--- config.mk ---
export PLATFORM = sky130hd
export DESIGN_NAME = ddo_mul
export DESIGN_NICKNAME = d
export VERILOG_FILES = /design/src/sv/ddo_pkg.sv /design/src/sv/ddo_mul.sv
export SDC_FILE = /design/constraint.sdc
export NUM_CORES = 1
export LEC_CHECK = 0
export BUFFER_PORTS_ARGS = -buffer_cell sky130_fd_sc_hd__buf_2
export CAP_MARGIN = 20
export CORE_MARGIN = 2
export CORE_UTILIZATION = 70
export DETAILED_ROUTE_END_ITERATION = 8
export PLACE_DENSITY = 0.95
export REMOVE_ABC_BUFFERS = 1
export SYNTH_ARGS = -nofsm -noshare
export SYNTH_HDL_FRONTEND = slang
export SYNTH_SLANG_ARGS = --single-unit
--- constraint.sdc ---
create_clock -name clk -period 19.4 [get_ports clk]
set_clock_uncertainty 0.15 [all_clocks]
set_input_delay 3.88 -clock clk [delete_from_list [all_inputs] [get_ports clk]]
set_output_delay 3.88 -clock clk [all_outputs]
set_load 0.01 [all_outputs]
--- src/sv/ddo_pkg.sv ---
// Shared types, constants and tables for the differential-drive odometry block.
package ddo_pkg;

  localparam int CORDIC_STEPS_DEF = 20;
  localparam int COUNT_BITS_DEF   = 32;

  localparam int ANGLE_W    = 32;
  localparam int TRIG_W     = 33;
  localparam int ATAN_IDX_W = 5;
  localparam int MUL_A_W    = 21;
  localparam int MUL_B_W    = 23;
  localparam int MUL_P_W    = MUL_A_W + MUL_B_W;

  localparam logic signed [TRIG_W-1:0] CORDIC_GAIN  = 33'sd652032874;
  localparam logic signed [TRIG_W-1:0] QUARTER_TURN = 33'sd1073741824;
  localparam logic signed [TRIG_W-1:0] HALF_TURN    = 33'sd2147483648;

  localparam logic [15:0] DELTA_MAX = 16'd32767;

  localparam logic [1:0] REG_DIST_PER_COUNT  = 2'd0;
  localparam logic [1:0] REG_ANGLE_PER_COUNT = 2'd1;
  localparam logic [1:0] REG_MIN_MOVE        = 2'd2;

  localparam logic [23:0] DIST_PER_COUNT_RST  = 24'd171299;
  localparam logic [29:0] ANGLE_PER_COUNT_RST = 30'd38774010;
  localparam logic [23:0] MIN_MOVE_RST        = 24'd168;

  typedef struct packed {
    logic busy;
    logic done;
  } cordic_stat_t;

  function automatic logic [ANGLE_W-1:0] atan_val(input logic [ATAN_IDX_W-1:0] idx);
    logic [ANGLE_W-1:0] v;
    case (idx)
      5'd0:  v = 32'd536870912;
      5'd1:  v = 32'd316933406;
      5'd2:  v = 32'd167458907;
      5'd3:  v = 32'd85004756;
      5'd4:  v = 32'd42667331;
      5'd5:  v = 32'd21354465;
      5'd6:  v = 32'd10679838;
      5'd7:  v = 32'd5340245;
      5'd8:  v = 32'd2670163;
      5'd9:  v = 32'd1335087;
      5'd10: v = 32'd667544;
      5'd11: v = 32'd333772;
      5'd12: v = 32'd166886;
      5'd13: v = 32'd83443;
      5'd14: v = 32'd41722;
      5'd15: v = 32'd20861;
      5'd16: v = 32'd10430;
      5'd17: v = 32'd5215;
      5'd18: v = 32'd2608;
      5'd19: v = 32'd1304;
      5'd20: v = 32'd652;
      5'd21: v = 32'd326;
      5'd22: v = 32'd163;
      5'd23: v = 32'd81;
      5'd24: v = 32'd41;
      5'd25: v = 32'd20;
      5'd26: v = 32'd10;
      5'd27: v = 32'd5;
      5'd28: v = 32'd3;
      5'd29: v = 32'd1;
      default: v = '0;
    endcase
    return v;
  endfunction

endpackage

--- src/sv/ddo_mul.sv ---
// Registered signed multiplier for the position update partial products.
module ddo_mul (
  input  logic                                clk,
  input  logic signed [ddo_pkg::MUL_A_W-1:0]  a,
  input  logic signed [ddo_pkg::MUL_B_W-1:0]  b,
  output logic signed [ddo_pkg::MUL_P_W-1:0]  p
);

  logic signed [ddo_pkg::MUL_P_W-1:0] p_r;

  always_ff @(posedge clk) begin
    p_r <= ddo_pkg::MUL_P_W'(a) * ddo_pkg::MUL_P_W'(b);
  end

  assign p = p_r;

endmodule

**Word level (Yosys, flattened, before mapping)**

Cells that the tools add are included.

- Multiply operators: 1
- Eq/ne operators: 0
- Reductions and logical operators: 0
- Magnitude comparators: 0
- Bitwise logic cells: 0
- Add/sub/neg operators: 0
- Div/mod/pow operators: 0
- Shift operators: 0
- Multiplexer cells: 0

Operators by type and width:

| cell | count |
|---|---|
| 21-bit by 23-bit multiplier with 44-bit output | 1 |

- ROM bits: 0
- Register bits: 44
- Bits in latches: 0
- Bits of input ports: 45
- RAM bits: 0
- Memories kept: 0
- Word-level logic and storage cells: 2
- Output and inout bits: 44

**Longest topological paths before layout**

Gate-level depths: netlist (run 1).

- Depth after elaboration: 1
- Gate-level depth with buffers: 26
- Depth with buffers taken out: 24

**Worst setup path before layout (run 1)**

Ideal clock, no wire load.

- Kind: input to register
- From: input port b[22] in the netlist's numbering
- To: register p_r, in the netlist p[42]
- Slack: 8.952 ns
- Arrival: 10.173 ns
- Setup time: 0.124 ns
- Required time: 19.126 ns
- Buffers on the path: 1
- Stages on the path: 24
- Path through: clkbuf_1 and2_1 fa_1 inv_1 fa_1 inv_1 fa_1 inv_1 fa_1 inv_1 fa_1 fa_1 inv_1 fa_1 inv_1 ha_1 a21oi_1 o21bai_1 a21oi_1 o21ai_0 a41oi_1 nor4_1 nor3_1 nand3b_1

- Cells in the longest elaborated chain, start to end: 1

RTL lines:

| item | RTL line | text |
|---|---|---|
| start: declaration | ddo_mul.sv:5 | `input logic signed [ddo_pkg::MUL_B_W-1:0] b,` |
| 21-bit by 23-bit multiplier with 44-bit output | ddo_mul.sv:12 | `p_r <= ddo_pkg::MUL_P_W'(a) * ddo_pkg::MUL_P_W'(b);` |
| end signal: assignment | ddo_mul.sv:12 |  |
| end: declaration | ddo_mul.sv:9 | `logic signed [ddo_pkg::MUL_P_W-1:0] p_r;` |

No other way between the ends.

**Worst setup path in the final report (run 1)**

- From: input port a[3] in the netlist's numbering
- To: register p_r, in the netlist p[42]

- Cells in the longest elaborated chain, start to end: 1

RTL lines:

| item | RTL line | text |
|---|---|---|
| start: declaration | ddo_mul.sv:4 | `input logic signed [ddo_pkg::MUL_A_W-1:0] a,` |
| 21-bit by 23-bit multiplier with 44-bit output | ddo_mul.sv:12 |  |

No other way between the ends.

==> results of run 1 <==
-- per-stage QoR --
stage / area (um2) / instances / utilization (%) / worst slack, ns / hold slack [ns]
2_1_floorplan: 18400 / 1974 / - / 9.09 / 3.85
3_3_place_gp: 19300 / 2397 / 73.6 / 8.38 / 4.12
3_5_place_dp: 19300 / 2397 / 73.6 / 8.08 / 4.12
4_1_cts: 19500 / 2405 / 74.3 / 8.34 / 3.96
5_1_grt: 19500 / 2405 / 74.3 / 7.90 / 3.99
6_report: 19500 / 2405 / 74.3 / 8.24 / 4.00
-- cells by family (layout without fill, tap and decap cells) --
| group | Yosys count | count (layout) | synth area share (%) |
|---|---|---|---|
| muxes | 2 | 2 | 0.113 |
| buffers and inverters | 686 | 690 | 13.8 |
| AOI/OAI and AO/OA | 110 | 110 | 3.96 |
| DFF | 44 | 44 | 4.69 |
| xor gates and xnor gates | 47 | 47 | 2.19 |
| and+or+nand+nor | 565 | 565 | 14.6 |
| adders and majority gates | 612 | 612 | 60.6 |
-- placed cells by master (no fill, tap or decap), types with 16 or more instances in the layout --
master / synthesis / layout
inv_1: 593 / 593
nor2_1: 31 / 31
xnor2_1: 36 / 36
dfxtp_1: 44 / 44
and2_1: 201 / 201
ha_1: 115 / 115
buf_2: 0 / 88
a21oi_1: 34 / 34
fa_1: 497 / 497
o21ai_0: 16 / 16
nand2_1: 280 / 280
-- layer usage --
| metal | vias to the layer above | track usage (%) |
|---|---|---|
| met4 | 0 | 32.4 |
| li1 | 5851 | - |
| met5 | - | 0 |
| met3 | 455 | 9.73 |
| met2 | 1160 | 67.9 |
| met1 | 7238 | 41.6 |
-- worst min path at each step --
| stage | start | end | slack [ns] |
|---|---|---|---|
| after floorplan | b[0] | p[0] | 3.85 |
| after global placement | p[43] | p[43] | 4.12 |
| after detailed placement | p[23] | p[23] | 4.12 |
| after CTS | b[0] | p[0] | 3.96 |
| after global routing | b[0] | p[0] | 3.99 |
| final | b[0] | p[0] | 4.00 |
-- layout make-up --
type,count,share of cell area [%]
multi-input cells,1336,78.7
inverters,594,11.5
flip-flops and latches,44,4.53
repair buffers,88,2.26
well taps,335,2.15
clock buffers,6,0.714
clock inverters,2,0.199
-- worst max-delay path, delay by kind of cell --
kind / cells / cell delay (ns)
adder cells (fa/ha/maj): 8 / 4.42
AO/OA/AOI/OAI: 5 / 0.86
AND/OR/NAND/NOR: 4 / 1.11
buffers and inverters: 7 / 0.87
==> impl_metrics.json, run 1 <==
{
  "hold_buffers": 0,
  "wl_per_cell_um": 21.7,
  "cp.arrival_ns": 11.19,
  "drt_pass1_iterations": 7,
  "ys_warn_count": 0,
  "met2_length_um": 25900,
  "hpwl_um": 40200,
  "hold_depth": 2,
  "htreeDepth": 2,
  "tightest_slew_ns": 0.901,
  "gp_congestion": 0.954,
  "synth_area_per_cell_um2": 9.09,
  "cap_viol_max_count": 0,
  "area_growth_pct": 3.61,
  "synthMostInstantiatedCell": "inv_1",
  "synth_edf_count": 0,
  "vias": 14700,
  "grt_max_degree": 24,
  "post_cts_resized": 0,
  "synthTopCellsByArea": "fa_1, inv_1, ha_1, and2_1, nand2_1",
  "largest_reg_flops": 44,
  "die_w_um": 168,
  "startpoint_type": "input port",
  "antenna_cells": 0,
  "drt_iter0_markers": 1640,
  "port_buffers": 88,
  "root_buffer": "clkbuf_16",
  "netlist_area_um2": 18800,
  "synthTopCellsByCount": "inv_1, fa_1, nand2_1, and2_1, ha_1",
  "min_period_ns": 11.16,
  "clock_path_buffers": 2,
  "grt_pass1_wl_um": 85000,
  "cp_common_cell": "fa_1",
  "worstHoldPathType": "in -> reg",
  "setup_violations": 0,
  "clock-sinks": 44,
  "multiInputGateArea_um2": 15300,
  "io-pin-count": 89,
  "fmax_ghz": 0.0896,
  "synth_largest_area_cell": "fa_1",
  "critPathRequiredTime_ns": 19.43,
  "slew_headroom_pct": 39.6,
  "cp-end-kind": "flip-flop",
  "overflow": 0,
  "grt_use_total_pct": 39.6,
  "drcViolationCount": 0,
  "max_stage_delay_ns": 0.81,
  "antenna_found_initial": 3,
  "wl_um": 52300,
  "crit_slowest_cell": "fa_1",
  "crit_path_cell_trace": "buf_2, and2_1, fa_1, inv_1, fa_1, inv_1, fa_1, inv_1, fa_1, inv_1, fa_1, fa_1, inv_1, fa_1, inv_1, ha_1, a21oi_1, o21bai_1, a21oi_1, o21ai_0, a41oi_1, nor4_1, nor3_1, nand3b_1",
  "seq_area_um2": 881,
  "die_h_um": 168,
  "route.met3.wl_um": 5860,
  "critical_path_class": "in -> reg",
  "status": "finished clean",
  "row_count": 59,
  "final_nets": 2726,
  "yosysTopAreaCellShare_pct": 53.0,
  "crit_fanout": 23,
  "core_area_um2": 26200,
  "synth_cell_type_count": 52,
  "top_layer_used": "met4",
  "endpoint": "p[42]",
  "grt_pass1_vias": 17500,
  "cp-startpoint": "a[3]",
  "fin_tns_setup_ns": 0,
  "drive_gt1_share_pct": 5.36,
  "slew_violations": 0,
  "die-area_um2": 28200,
  "cts_tree": "built",
  "met1_length_um": 15500,
  "cts_buffers": 5,
  "ant_nets": 0,
  "hold_violations": 0,
  "async_flop_share_pct": 0,
  "synthCells": 2066,
  "synthFlopType": "dfxtp_1",
  "ys_seq_area_share_pct": 4.69,
  "rsz0062_at_grt": "no",
  "path_clk_slew_ns": 0.07,
  "n_fill_cell": 1607,
  "viasPerCell": 6.11,
  "ys_ff_latch": 44,
  "finalCritPeriodShare_pct": 57.5,
  "cts_setup_buffers": 0,
  "initial_core_util_pct": 71.7
}
Power of run 1 is left out: the tool's default activity adds up to more than one toggle a clock period on the data nets, which glitch-free logic cannot reach.
==> run 2: changes to the inputs <==
--- a/config.mk
+++ b/config.mk
@@ -8,9 +8,9 @@
 export BUFFER_PORTS_ARGS = -buffer_cell sky130_fd_sc_hd__buf_2
 export CAP_MARGIN = 20
 export CORE_MARGIN = 2
-export CORE_UTILIZATION = 70
+export CORE_UTILIZATION = 66
 export DETAILED_ROUTE_END_ITERATION = 8
-export PLACE_DENSITY = 0.95
+export PLACE_DENSITY = 0.91
 export REMOVE_ABC_BUFFERS = 1
 export SYNTH_ARGS = -nofsm -noshare
 export SYNTH_HDL_FRONTEND = slang
==> constraint.sdc (replaced) <==
create_clock -name clk -period 10.8 [get_ports clk]
set_clock_uncertainty 0.15 [all_clocks]
set_input_delay 2.16 -clock clk [delete_from_list [all_inputs] [get_ports clk]]
set_output_delay 2.16 -clock clk [all_outputs]
set_load 0.01 [all_outputs]
==> run 2 against run 1 <==
Via count shrank 3.9%. Routed wire length shrank 5.9%. Largest cell class unchanged. Sequential share of layout area is essentially flat. Core utilization shrank 4.5 points. Cell area grew 0.15%. Count of clock-buffer cells in the layout grew 1.
==> impl_metrics.json, run 2 (synthesized netlist as in run 1, its figures left out) <==
{
  "area_growth_pct": 3.76,
  "cap_viol_max_count": 0,
  "die-area_um2": 29800,
  "grt_use_total_pct": 35.0,
  "row_count": 61,
  "port_buffers": 88,
  "initial_core_util_pct": 67.2,
  "clock-sinks": 44,
  "antenna_cells": 0,
  "overflow": 0,
  "drive_gt1_share_pct": 5.32,
  "largest_reg_flops": 44,
  "most-common-layout-cells": "inv_1, fa_1, nand2_1",
  "finalCritPeriodShare_pct": 90.0,
  "grt_pass1_wl_um": 80900,
  "core_area_um2": 27900,
  "hold_buffers": 0,
  "cts_setup_buffers": 0,
  "hold_violations": 0,
  "die_w_um": 173,
  "wl_per_cell_um": 20.1,
  "antenna_found_initial": 0,
  "cp-end-kind": "flip-flop",
  "fmax_ghz": 0.103,
  "grt_max_degree": 24,
  "die_h_um": 173,
  "root_buffer": "clkbuf_16",
  "min_period_ns": 9.72,
  "hpwl_um": 39100,
  "hold_depth": 2,
  "rsz0062_at_grt": "no",
  "cp.arrival_ns": 9.75,
  "drcViolationCount": 0,
  "drt_pass1_iterations": 5,
  "ant_nets": 0,
  "layout_commonest_cell": "inv_1",
  "cts_buffers": 5,
  "post_cts_resized": 0,
  "crit_fanout": 23,
  "wl_um": 49200,
  "gp_congestion": 0.931,
  "tightest_slew_ns": 0.775,
  "viasPerCell": 5.77,
  "cts_tree": "built",
  "clock_path_buffers": 2,
  "final_nets": 2726,
  "min_to": "p[0]",
  "critPathRequiredTime_ns": 10.82,
  "startpoint_type": "input port",
  "htreeDepth": 2,
  "worstHoldPathType": "in -> reg",
  "vias": 14100,
  "hold_start": "b[0]",
  "status": "finished clean",
  "drt_iter0_markers": 934,
  "path_clk_slew_ns": 0.06,
  "io-pin-count": 89,
  "setup_violations": 0,
  "slew_headroom_pct": 48.0,
  "slew_violations": 0,
  "grt_pass1_vias": 16700,
  "fin_tns_setup_ns": 0,
  "critical_path_class": "in -> reg"
}
[run 2: how the worst max path moves through the flow]
| stage | startpoint | end | slack (ns) | cells past startpoint |
|---|---|---|---|---|
| 2_1_floorplan | a[3] | p[42] | 2.21 | 23 |
| 3_3_place_gp | a[3] | p[42] | 1.48 | 24 |
| 3_5_place_dp | a[3] | p[42] | 1.05 | 24 |
| 4_1_cts | a[3] | p[42] | 1.31 | 24 |
| 5_1_grt | a[3] | p[42] | 0.99 | 24 |
| 6_report | a[3] | p[42] | 1.08 | 24 |
[run 2: worst max-delay path, stage by stage]
cell      delay (ns)
buf_2           0.26
and2_1          0.30
fa_1            0.60
inv_1           0.16
fa_1            0.60
inv_1           0.08
fa_1            0.78
inv_1           0.22
fa_1            0.55
inv_1           0.06
fa_1            0.49
fa_1            0.50
inv_1           0.06
fa_1            0.50
inv_1           0.05
ha_1            0.38
a21oi_1         0.11
o21bai_1        0.22
a21oi_1         0.12
o21ai_0         0.41
a41oi_1         0.17
nor4_1          0.64
nor3_1          0.13
nand3b_1        0.18
[run 2: metal layers]
metal	wire length [um]	up-vias	global-route usage (%)
met1	15700	7074	38.0
met5	0	-	0
met2	24700	873	61.6
met3	4530	333	6.79
li1	-	5848	-
met4	4260	0	25.2
[run 2: layout make-up]
class | instances | area (um2)
Sequential cell | 44 | 881
Fill cell | 1948 | 8450
Timing Repair Buffer | 88 | 440
Clock buffer | 7 | 153
Tap cell | 378 | 473
Multi-Input combinational cell | 1336 | 15300
Inverter | 594 | 2230
[run 2: stage by stage]
stage	hold WS (ns)	util [%]	cells	setup WS [ns]	cell area, um2
after global placement	2.40	69.2	2440	1.48	19300
after floorplan	2.13	-	1974	2.21	18400
after CTS	2.24	69.8	2447	1.31	19500
after global routing	2.27	69.8	2447	0.990	19500
final	2.27	69.8	2447	1.08	19500
after detailed placement	2.41	69.2	2440	1.05	19300
Power of run 2 is left out for the same reason.
