<file path="config.mk">
export PLATFORM = sky130hd
export DESIGN_NAME = ddo_cordic
export DESIGN_NICKNAME = d
export VERILOG_FILES = /design/src/sv/ddo_pkg.sv /design/src/sv/ddo_cordic.sv
export SDC_FILE = /design/constraint.sdc
export NUM_CORES = 1
export LEC_CHECK = 0
export BUFFER_PORTS_ARGS = -buffer_cell sky130_fd_sc_hd__buf_4
export CAP_MARGIN = 25
export CORE_UTILIZATION = 30
export CTS_CLUSTER_SIZE = 16
export DETAILED_ROUTE_END_ITERATION = 6
export SYNTH_ARGS = -nofsm -noshare
export SYNTH_HDL_FRONTEND = slang
export SYNTH_SLANG_ARGS = --single-unit
</file>
<file path="constraint.sdc">
create_clock -name clk -period 10.67 [get_ports clk]
set_input_delay 2.134 -clock clk [delete_from_list [all_inputs] [get_ports clk]]
set_output_delay 2.134 -clock clk [all_outputs]
set_load 0.02 [all_outputs]
</file>
<file path="src/sv/ddo_pkg.sv">
// Shared types, constants and tables for the differential-drive odometry block.
package ddo_pkg;

  localparam int CORDIC_STEPS_DEF = 20;
  localparam int COUNT_BITS_DEF   = 32;

  localparam int ANGLE_W    = 32;
  localparam int TRIG_W     = 33;
  localparam int ATAN_IDX_W = 5;
  localparam int MUL_A_W    = 21;
  localparam int MUL_B_W    = 23;
  localparam int MUL_P_W    = MUL_A_W + MUL_B_W;

  localparam logic signed [TRIG_W-1:0] CORDIC_GAIN  = 33'sd652032874;
  localparam logic signed [TRIG_W-1:0] QUARTER_TURN = 33'sd1073741824;
  localparam logic signed [TRIG_W-1:0] HALF_TURN    = 33'sd2147483648;

  localparam logic [15:0] DELTA_MAX = 16'd32767;

  localparam logic [1:0] REG_DIST_PER_COUNT  = 2'd0;
  localparam logic [1:0] REG_ANGLE_PER_COUNT = 2'd1;
  localparam logic [1:0] REG_MIN_MOVE        = 2'd2;

  localparam logic [23:0] DIST_PER_COUNT_RST  = 24'd171299;
  localparam logic [29:0] ANGLE_PER_COUNT_RST = 30'd38774010;
  localparam logic [23:0] MIN_MOVE_RST        = 24'd168;

  typedef struct packed {
    logic busy;
    logic done;
  } cordic_stat_t;

  function automatic logic [ANGLE_W-1:0] atan_val(input logic [ATAN_IDX_W-1:0] idx);
    logic [ANGLE_W-1:0] v;
    case (idx)
      5'd0:  v = 32'd536870912;
      5'd1:  v = 32'd316933406;
      5'd2:  v = 32'd167458907;
      5'd3:  v = 32'd85004756;
      5'd4:  v = 32'd42667331;
      5'd5:  v = 32'd21354465;
      5'd6:  v = 32'd10679838;
      5'd7:  v = 32'd5340245;
      5'd8:  v = 32'd2670163;
      5'd9:  v = 32'd1335087;
      5'd10: v = 32'd667544;
      5'd11: v = 32'd333772;
      5'd12: v = 32'd166886;
      5'd13: v = 32'd83443;
      5'd14: v = 32'd41722;
      5'd15: v = 32'd20861;
      5'd16: v = 32'd10430;
      5'd17: v = 32'd5215;
      5'd18: v = 32'd2608;
      5'd19: v = 32'd1304;
      5'd20: v = 32'd652;
      5'd21: v = 32'd326;
      5'd22: v = 32'd163;
      5'd23: v = 32'd81;
      5'd24: v = 32'd41;
      5'd25: v = 32'd20;
      5'd26: v = 32'd10;
      5'd27: v = 32'd5;
      5'd28: v = 32'd3;
      5'd29: v = 32'd1;
      default: v = '0;
    endcase
    return v;
  endfunction

endpackage

</file>
<file path="src/sv/ddo_cordic.sv">
// Iterative rotation-mode CORDIC giving cosine and sine of a binary angle in Q2.30.
module ddo_cordic #(
  parameter int STEPS = ddo_pkg::CORDIC_STEPS_DEF
) (
  input  logic                                clk,
  input  logic                                rst_n,
  input  logic                                start,
  input  logic [ddo_pkg::ANGLE_W-1:0]         angle,
  output ddo_pkg::cordic_stat_t               stat,
  output logic signed [ddo_pkg::TRIG_W-1:0]   cos_out,
  output logic signed [ddo_pkg::TRIG_W-1:0]   sin_out
);

  localparam int CW = $clog2(STEPS);

  logic signed [ddo_pkg::TRIG_W-1:0] x_r, y_r, z_r;
  logic signed [ddo_pkg::TRIG_W-1:0] x_nxt, y_nxt, z_nxt;
  logic signed [ddo_pkg::TRIG_W-1:0] a_ext, z_fold, sx, sy, at;
  logic                              neg_r, neg_fold;
  logic [CW-1:0]                     cnt_r;
  logic                              busy_r, done_r;

  always_comb begin
    a_ext    = {angle[ddo_pkg::ANGLE_W-1], angle};
    z_fold   = a_ext;
    neg_fold = 1'b0;
    if (a_ext > ddo_pkg::QUARTER_TURN) begin
      z_fold   = a_ext - ddo_pkg::HALF_TURN;
      neg_fold = 1'b1;
    end else if (a_ext < -ddo_pkg::QUARTER_TURN) begin
      z_fold   = a_ext + ddo_pkg::HALF_TURN;
      neg_fold = 1'b1;
    end
    sx = x_r >>> cnt_r;
    sy = y_r >>> cnt_r;
    at = $signed({1'b0, ddo_pkg::atan_val(ddo_pkg::ATAN_IDX_W'(cnt_r))});
    if (!z_r[ddo_pkg::TRIG_W-1]) begin
      x_nxt = x_r - sy;
      y_nxt = y_r + sx;
      z_nxt = z_r - at;
    end else begin
      x_nxt = x_r + sy;
      y_nxt = y_r - sx;
      z_nxt = z_r + at;
    end
  end

  always_ff @(posedge clk) begin
    if (!rst_n) begin
      busy_r <= 1'b0;
      done_r <= 1'b0;
      cnt_r  <= '0;
    end else begin
      done_r <= 1'b0;
      if (start) begin
        busy_r <= 1'b1;
        cnt_r  <= '0;
      end else if (busy_r) begin
        cnt_r <= cnt_r + 1'b1;
        if (cnt_r == CW'(STEPS - 1)) begin
          busy_r <= 1'b0;
          done_r <= 1'b1;
        end
      end
    end
  end

  always_ff @(posedge clk) begin
    if (start) begin
      x_r   <= ddo_pkg::CORDIC_GAIN;
      y_r   <= '0;
      z_r   <= z_fold;
      neg_r <= neg_fold;
    end else if (busy_r) begin
      x_r <= x_nxt;
      y_r <= y_nxt;
      z_r <= z_nxt;
    end
  end

  assign stat.busy = busy_r;
  assign stat.done = done_r;
  assign cos_out   = neg_r ? -x_r : x_r;
  assign sin_out   = neg_r ? -y_r : y_r;

endmodule

</file>
---- After elaboration in Yosys (flattened, before gate mapping) ----
Memory sizes are Yosys's and may differ from the RTL's. A register that Yosys moved wholly into a read port is not among the register bits.
Index checks and enable logic that the tools add are counted.
storage, ports and cells
  register bits ........................... 107
  input bits .............................. 35
  memories ................................ 1
  output and inout bits ................... 68
  logic and storage cells ................. 45
  ROM bits ................................ 960
memory list
  memory           words  width  rd ports  clocked after Yosys merged registers in  wr ports  line           RTL
  (no name shown)  32     30     1         1                                        0         ddo_pkg.sv:35  case (idx)
operators by class
  $add $sub $neg .......................... 11
  $lt $le $gt $ge ......................... 2
  reduce and logical (&&, ||, !) cells .... 3
  bitwise operators ....................... 2
  shift operators ......................... 2
  muxes and demuxes ....................... 16
  eq/ne operators ......................... 1
operators by type and width
  cell                                                                            number
  33-bit 2-to-1 mux                                                               9
  33-bit adder                                                                    3
  33-bit subtractor                                                               3
  33-bit negation                                                                 2
  33-bit by 5-bit >>> shifter with 33-bit output                                  2
  32-bit by 33-bit adder with 33-bit output, second input constant                1
  32-bit by 33-bit subtractor with 33-bit output, second input constant           1
  32-bit greater-than comparator, second input constant                           1
  32-bit by 31-bit less-than comparator with 1-bit output, second input constant  1
  5-bit 2-to-1 mux                                                                2
  5-bit by 1-bit adder with 5-bit output, second input constant                   1
  5-bit == test, second input constant                                            1
  1-bit 2-to-1 mux                                                                5
  3-bit OR reduction                                                              1
  1-bit NOT                                                                       2
  2-bit nonzero test                                                              1
  2-bit OR reduction                                                              1

---- Longest topological paths before layout ----
  word-level depth ........................ 4
  depth in mapped cells ................... 30
  gate-level depth less buffers ........... 25

---- Worst setup path before layout ----
OpenSTA, ideal clock, no wires.
  path kind ............................... register to register
  from .................................... register cnt_r[1]
  to ...................................... register y_r[29] (netlist name)
  period minus slack after synthesis ...... 5.525 ns
  cell stages (with the launch flop) ...... 22
  buffers on the path ..................... 4
  data required time ...................... 10.548 ns
  slack ................................... 5.145 ns
  data arrival time ....................... 5.403 ns
  setup time .............................. 0.122 ns
  cells stage by stage .................... dfxtp_1 -> buf_6 -> buf_12 -> buf_12 -> buf_12 -> mux4_2 -> mux4_2 -> mux2i_1 -> ha_1 -> a21oi_1 -> ha_1 -> nor2b_1 -> o21ai_0 -> a21boi_0 -> o41ai_1 -> a311oi_1 -> a221o_1 -> a221oi_2 -> o211ai_1 -> a41oi_1 -> xor2_1 -> o21ai_1
between the ends
  cells in the longest elaborated chain, start to end .. 3
  elaborated cells between the ends (all ways) .. 4
  those cells by class .................... add/sub: 2; shift: 1; mux: 1
ends and longest elaborated chain
  element                                             line                                RTL
  start, declared                                     ddo_cordic.sv:20                    logic [CW-1:0] cnt_r;
  start signal, assigned                              ddo_cordic.sv:59                    cnt_r <= cnt_r + 1'b1;
  33-bit by 5-bit >>> shifter with 33-bit output (*)  ddo_cordic.sv:34                    sx = x_r >>> cnt_r;
  33-bit adder or 33-bit subtractor (tied branches)   ddo_cordic.sv:39, ddo_cordic.sv:43
  33-bit 2-to-1 mux (*)                               ddo_cordic.sv:37                    if (!z_r[ddo_pkg::TRIG_W-1]) begin
  end signal, assigned                                ddo_cordic.sv:76                    y_r <= y_nxt;
  end, declared                                       ddo_cordic.sv:16                    logic signed [ddo_pkg::TRIG_W-1:0] x_r, y_r, z_r;
Mark *: on every way between the ends. The rest lies on a longest branch, timed or not.
A chain may end at the register's enable or synchronous reset.

---- Worst setup path after layout ----
  from .................................... register cnt_r[1]
  to ...................................... register x_r[32] (netlist name)
between the ends
  cells in the longest elaborated chain, start to end .. 3
  elaborated cells between the ends (all ways) .. 4
  those cells by class .................... add/sub: 2; shift: 1; mux: 1
ends and longest elaborated chain
  element                                             line                                RTL
  33-bit by 5-bit >>> shifter with 33-bit output (*)  ddo_cordic.sv:35                    sy = y_r >>> cnt_r;
  33-bit subtractor or 33-bit adder (tied branches)   ddo_cordic.sv:38, ddo_cordic.sv:42
  33-bit 2-to-1 mux (*)                               ddo_cordic.sv:37
  end signal, assigned                                ddo_cordic.sv:70                    x_r <= ddo_pkg::CORDIC_GAIN;
  end signal, assigned                                ddo_cordic.sv:75                    x_r <= x_nxt;
  end, declared                                       ddo_cordic.sv:16
Marks and branches as above.

==> flow_summary.yaml <==
synthesis:
  synth_edf_count: 34
  ys_seq_area_share_pct: 17.3
  synth_compound_area_share_pct: 23.0
  yosys_warnings: 0
  syn_area_sq_mm: 0.0178
  syn-num-nets: 2382
  ys_types: 97
  async_reset_ff_share_pct: 0
  ys_ff_latch: 137
  synth_cells: 2234
  synth_top_family_by_area: "compound AO/OA/AOI/OAI gates"
  synthSimpleGateAreaFrac_pct: 19.0
  syn_area_per_cell_sq_um: 7.98
  synth_ff_type: "dfxtp_1"
  synth-adder-area-share_pct: 8.06
  synth_mux_area_share_pct: 15.5
  synth_xor_area_share_pct: 11.7
critical_path:
  cp-end-kind: "register"
  r2r_slack_ns: 3.30
  worstSetupPathType: "register to register"
  cp_data_required_time_ns: 11.05
  r2r_start: "cnt_r[1]"
  crit_start: "cnt_r[1]"
  rr_worst_depth: 21
  start_kind: "register"
  r2r_end: "x_r[32]"
  critical_path.max_fanout: 66
  cp-endpoint: "x_r[32]"
  arrival_ns: 7.75
clock_tree:
  cts-root-buf: "clkbuf_16"
  cts_resized: 0
  clkLatencyLatePin_ns: 0.50
  clkTransAtPathRegs_ns: 0.06
  cts_tree: "built"
  htreeDepth: 4
  cts_buffers: 17
  cts_buffer_depth: 2
  cts_num_sinks: 137
  ctsHoldBuffers: 0
  post-cts-setup-buffer-count: 0
floorplanning:
  boundaryPins: 103
  dieArea_sq_mm: 0.0604
  core_area_sq_mm: 0.0582
  start_util_pct: 30.6
  die_w_microns: 246
  die_y_microns: 246
  rows: 88
routing:
  vias_per_cell: 5.76
  wl_per_cell_microns: 20.3
  finalWirelength_microns: 60800
  dr.first_iter.drc_count: 1481
  vias: 17299
  antenna_left: 0
  post-route-drc-count: 0
  first_pass_iters: 5
sta:
  hold_violations: 0
  tns_ns: 0
  fmax_mhz: 136
  rsz0062_at_grt: "no"
  slew_violations: 0
  finalWorstSetupSlack_ns: 3.30
  tightest_slew_ns: 0.902
  fin_worst_skew_ns: 0.0106
  maxSlewHeadroom_pct: 38.3
  finalSetupViolations: 0
  timing.final.crit_share_pct: 69.0
  min_period_ns: 7.37
grt:
  grtUsageTotal_pct: 20.1
  grt_overflow: 0
  antenna_found_initial: 1
  grt_max_degree: 67
  grt_pass1_wl_microns: 95200
  grt_pass1_vias: 16433
flow_run:
  drv_cap: 0
power_and_ir_drop:
  pwr_density_cell_mw_per_mm2: 327
  power_mw: 6.42
  p_leak_nw: 7.83
  ir_worst_vdd_uv: 163
finish:
  n_antenna_cell: 0
  nNetsFinal: 2373
  stdcell_area_sq_mm: 0.0196
  seqCellArea_sq_mm: 0.00310
  post-route-util_pct: 33.7
  nFillCells: 6029
  multi_input_area_sq_mm: 0.0138
  area_growth_pct: 9.95
  drive_gt1_share_pct: 13.3
placement:
  io_buffers: 102
  place_ws_ns: 3.41
  gp_congestion: 0.961
  hpwlAfterDp_microns: 45800
  placed_cell_area_sq_mm: 0.0190
run_status:
  status: "finished, final reports clean"
min_path:
  hold_class: "register to register"
==> worst max-delay path, cell delays in order (launching register included) <==
cell       delay [ns]
dfxtp_4          0.69
buf_4            0.77
mux4_2           0.62
and2_1           0.19
a2111oi_0        0.78
a32o_1           0.28
a32oi_1          0.20
nor4_4           0.42
nor2_1           0.09
xnor2_1          0.16
ha_1             0.37
and4_1           0.23
nand2_1          0.06
a2111oi_0        0.72
nand3_1          0.19
a31oi_1          0.34
a2bb2oi_1        0.34
a21oi_1          0.11
a31oi_1          0.18
xnor2_1          0.17
a21oi_1          0.10
a31o_1           0.22
==> flip-flops by register name, summed over array words and instances, names as in the netlist <==
register  count
z_r          33
cnt_r         5
busy_r        1
done_r        1
at           30
neg_r         1
x_r          33
y_r          33
==> per-layer routing <==
metal / vias to the layer above / track usage, % / share of wire (%)
met5: - / 0 / 0.021
met4: 2 / 7.54 / 3.1
met3: 111 / 3.45 / 5.3
met2: 601 / 33.5 / 47
met1: 8355 / 25.9 / 44
li1: 8230 / - / -
==> through the flow <==
stage          instances  hold slack, ns
6_report            3003           0.535
5_1_grt             3003           0.582
4_1_cts             3002           0.534
3_5_place_dp        2970           0.526
3_3_place_gp        2970           0.517
2_1_floorplan       2234           0.490
==> power by group <==
part / switching (mW) / total, mW / leakage (nW) / internal (mW)
sequential: 0.316 / 1.01 / 1.19 / 0.698
clock: 0.265 / 0.615 / 0.285 / 0.350
combinational: 2.69 / 4.79 / 6.35 / 2.10
==> synthesized netlist by cell type (10+ instances only) <==
library cell / n / area [sq um]
buf_1: 15 / 56.3
mux4_2: 72 / 1620
or3_1: 27 / 169
nor2b_1: 17 / 106
ha_1: 110 / 1380
clkbuf_1: 102 / 383
o22ai_1: 13 / 81.3
a211oi_1: 23 / 173
o21ai_0: 158 / 791
a21o_1: 34 / 255
nand2_1: 224 / 841
edfxtp_1: 34 / 1020
mux2i_1: 81 / 811
or4_1: 14 / 105
o41ai_1: 12 / 105
xnor2_1: 152 / 1330
o31ai_1: 22 / 165
and3_1: 21 / 131
nor4_1: 16 / 100
nor3_1: 45 / 225
xor2_1: 86 / 753
and2_1: 20 / 125
o211ai_1: 16 / 120
buf_4: 10 / 75.1
mux2_2: 29 / 327
o21bai_1: 18 / 135
nor2_1: 188 / 706
nand3_1: 47 / 235
a31oi_1: 30 / 188
o21a_1: 19 / 143
nand2b_1: 23 / 144
inv_1: 59 / 221
dfxtp_1: 103 / 2060
a21oi_1: 192 / 961
buf_2: 17 / 85.1
==> cells by family after synthesis <==
group	after synthesis
and+or+nand+nor	701
muxes	182
AOI/OAI and AO/OA	646
buffers and inverters	217
DFF	137
xor gates and xnor gates	238
adders and majority gates	113
==> final cells by class <==
| class | instances | share of cell area [%] |
|---|---|---|
| Clock inverter | 13 | 0.721 |
| Clock buffer | 19 | 2.26 |
| Inverter | 62 | 1.19 |
| Timing Repair Buffer | 127 | 4.97 |
| Tap cell | 765 | 4.88 |
| Multi-Input combinational cell | 1880 | 70.2 |
| Sequential cell | 137 | 15.8 |
==> placed cells by master (no fill, tap or decap), types with 27 or more instances in the layout <==
| master | count |
|---|---|
| or3_1 | 27 |
| mux2i_1 | 81 |
| nand3_1 | 47 |
| nand2_1 | 224 |
| inv_1 | 59 |
| dfxtp_1 | 97 |
| xnor2_1 | 152 |
| xor2_1 | 86 |
| a31oi_1 | 30 |
| mux2_2 | 29 |
| ha_1 | 110 |
| buf_4 | 126 |
| nor2_1 | 188 |
| a21oi_1 | 192 |
| o21ai_0 | 158 |
| mux4_2 | 72 |
| a21o_1 | 34 |
| nor3_1 | 45 |
| edfxtp_1 | 34 |
==> worst min-delay path by stage <==
stage | end | startpoint | depth (start not counted) | slack (ns)
after floorplan | y_r[0] | y_r[0] | 2 | 0.49
final | y_r[0] | y_r[0] | 2 | 0.53
after global routing | y_r[0] | y_r[0] | 2 | 0.58
after CTS | y_r[0] | y_r[0] | 2 | 0.53
after detailed placement | y_r[0] | y_r[0] | 2 | 0.53
after global placement | y_r[0] | y_r[0] | 2 | 0.52
Note: power is estimated with default switching activity, not from simulation.
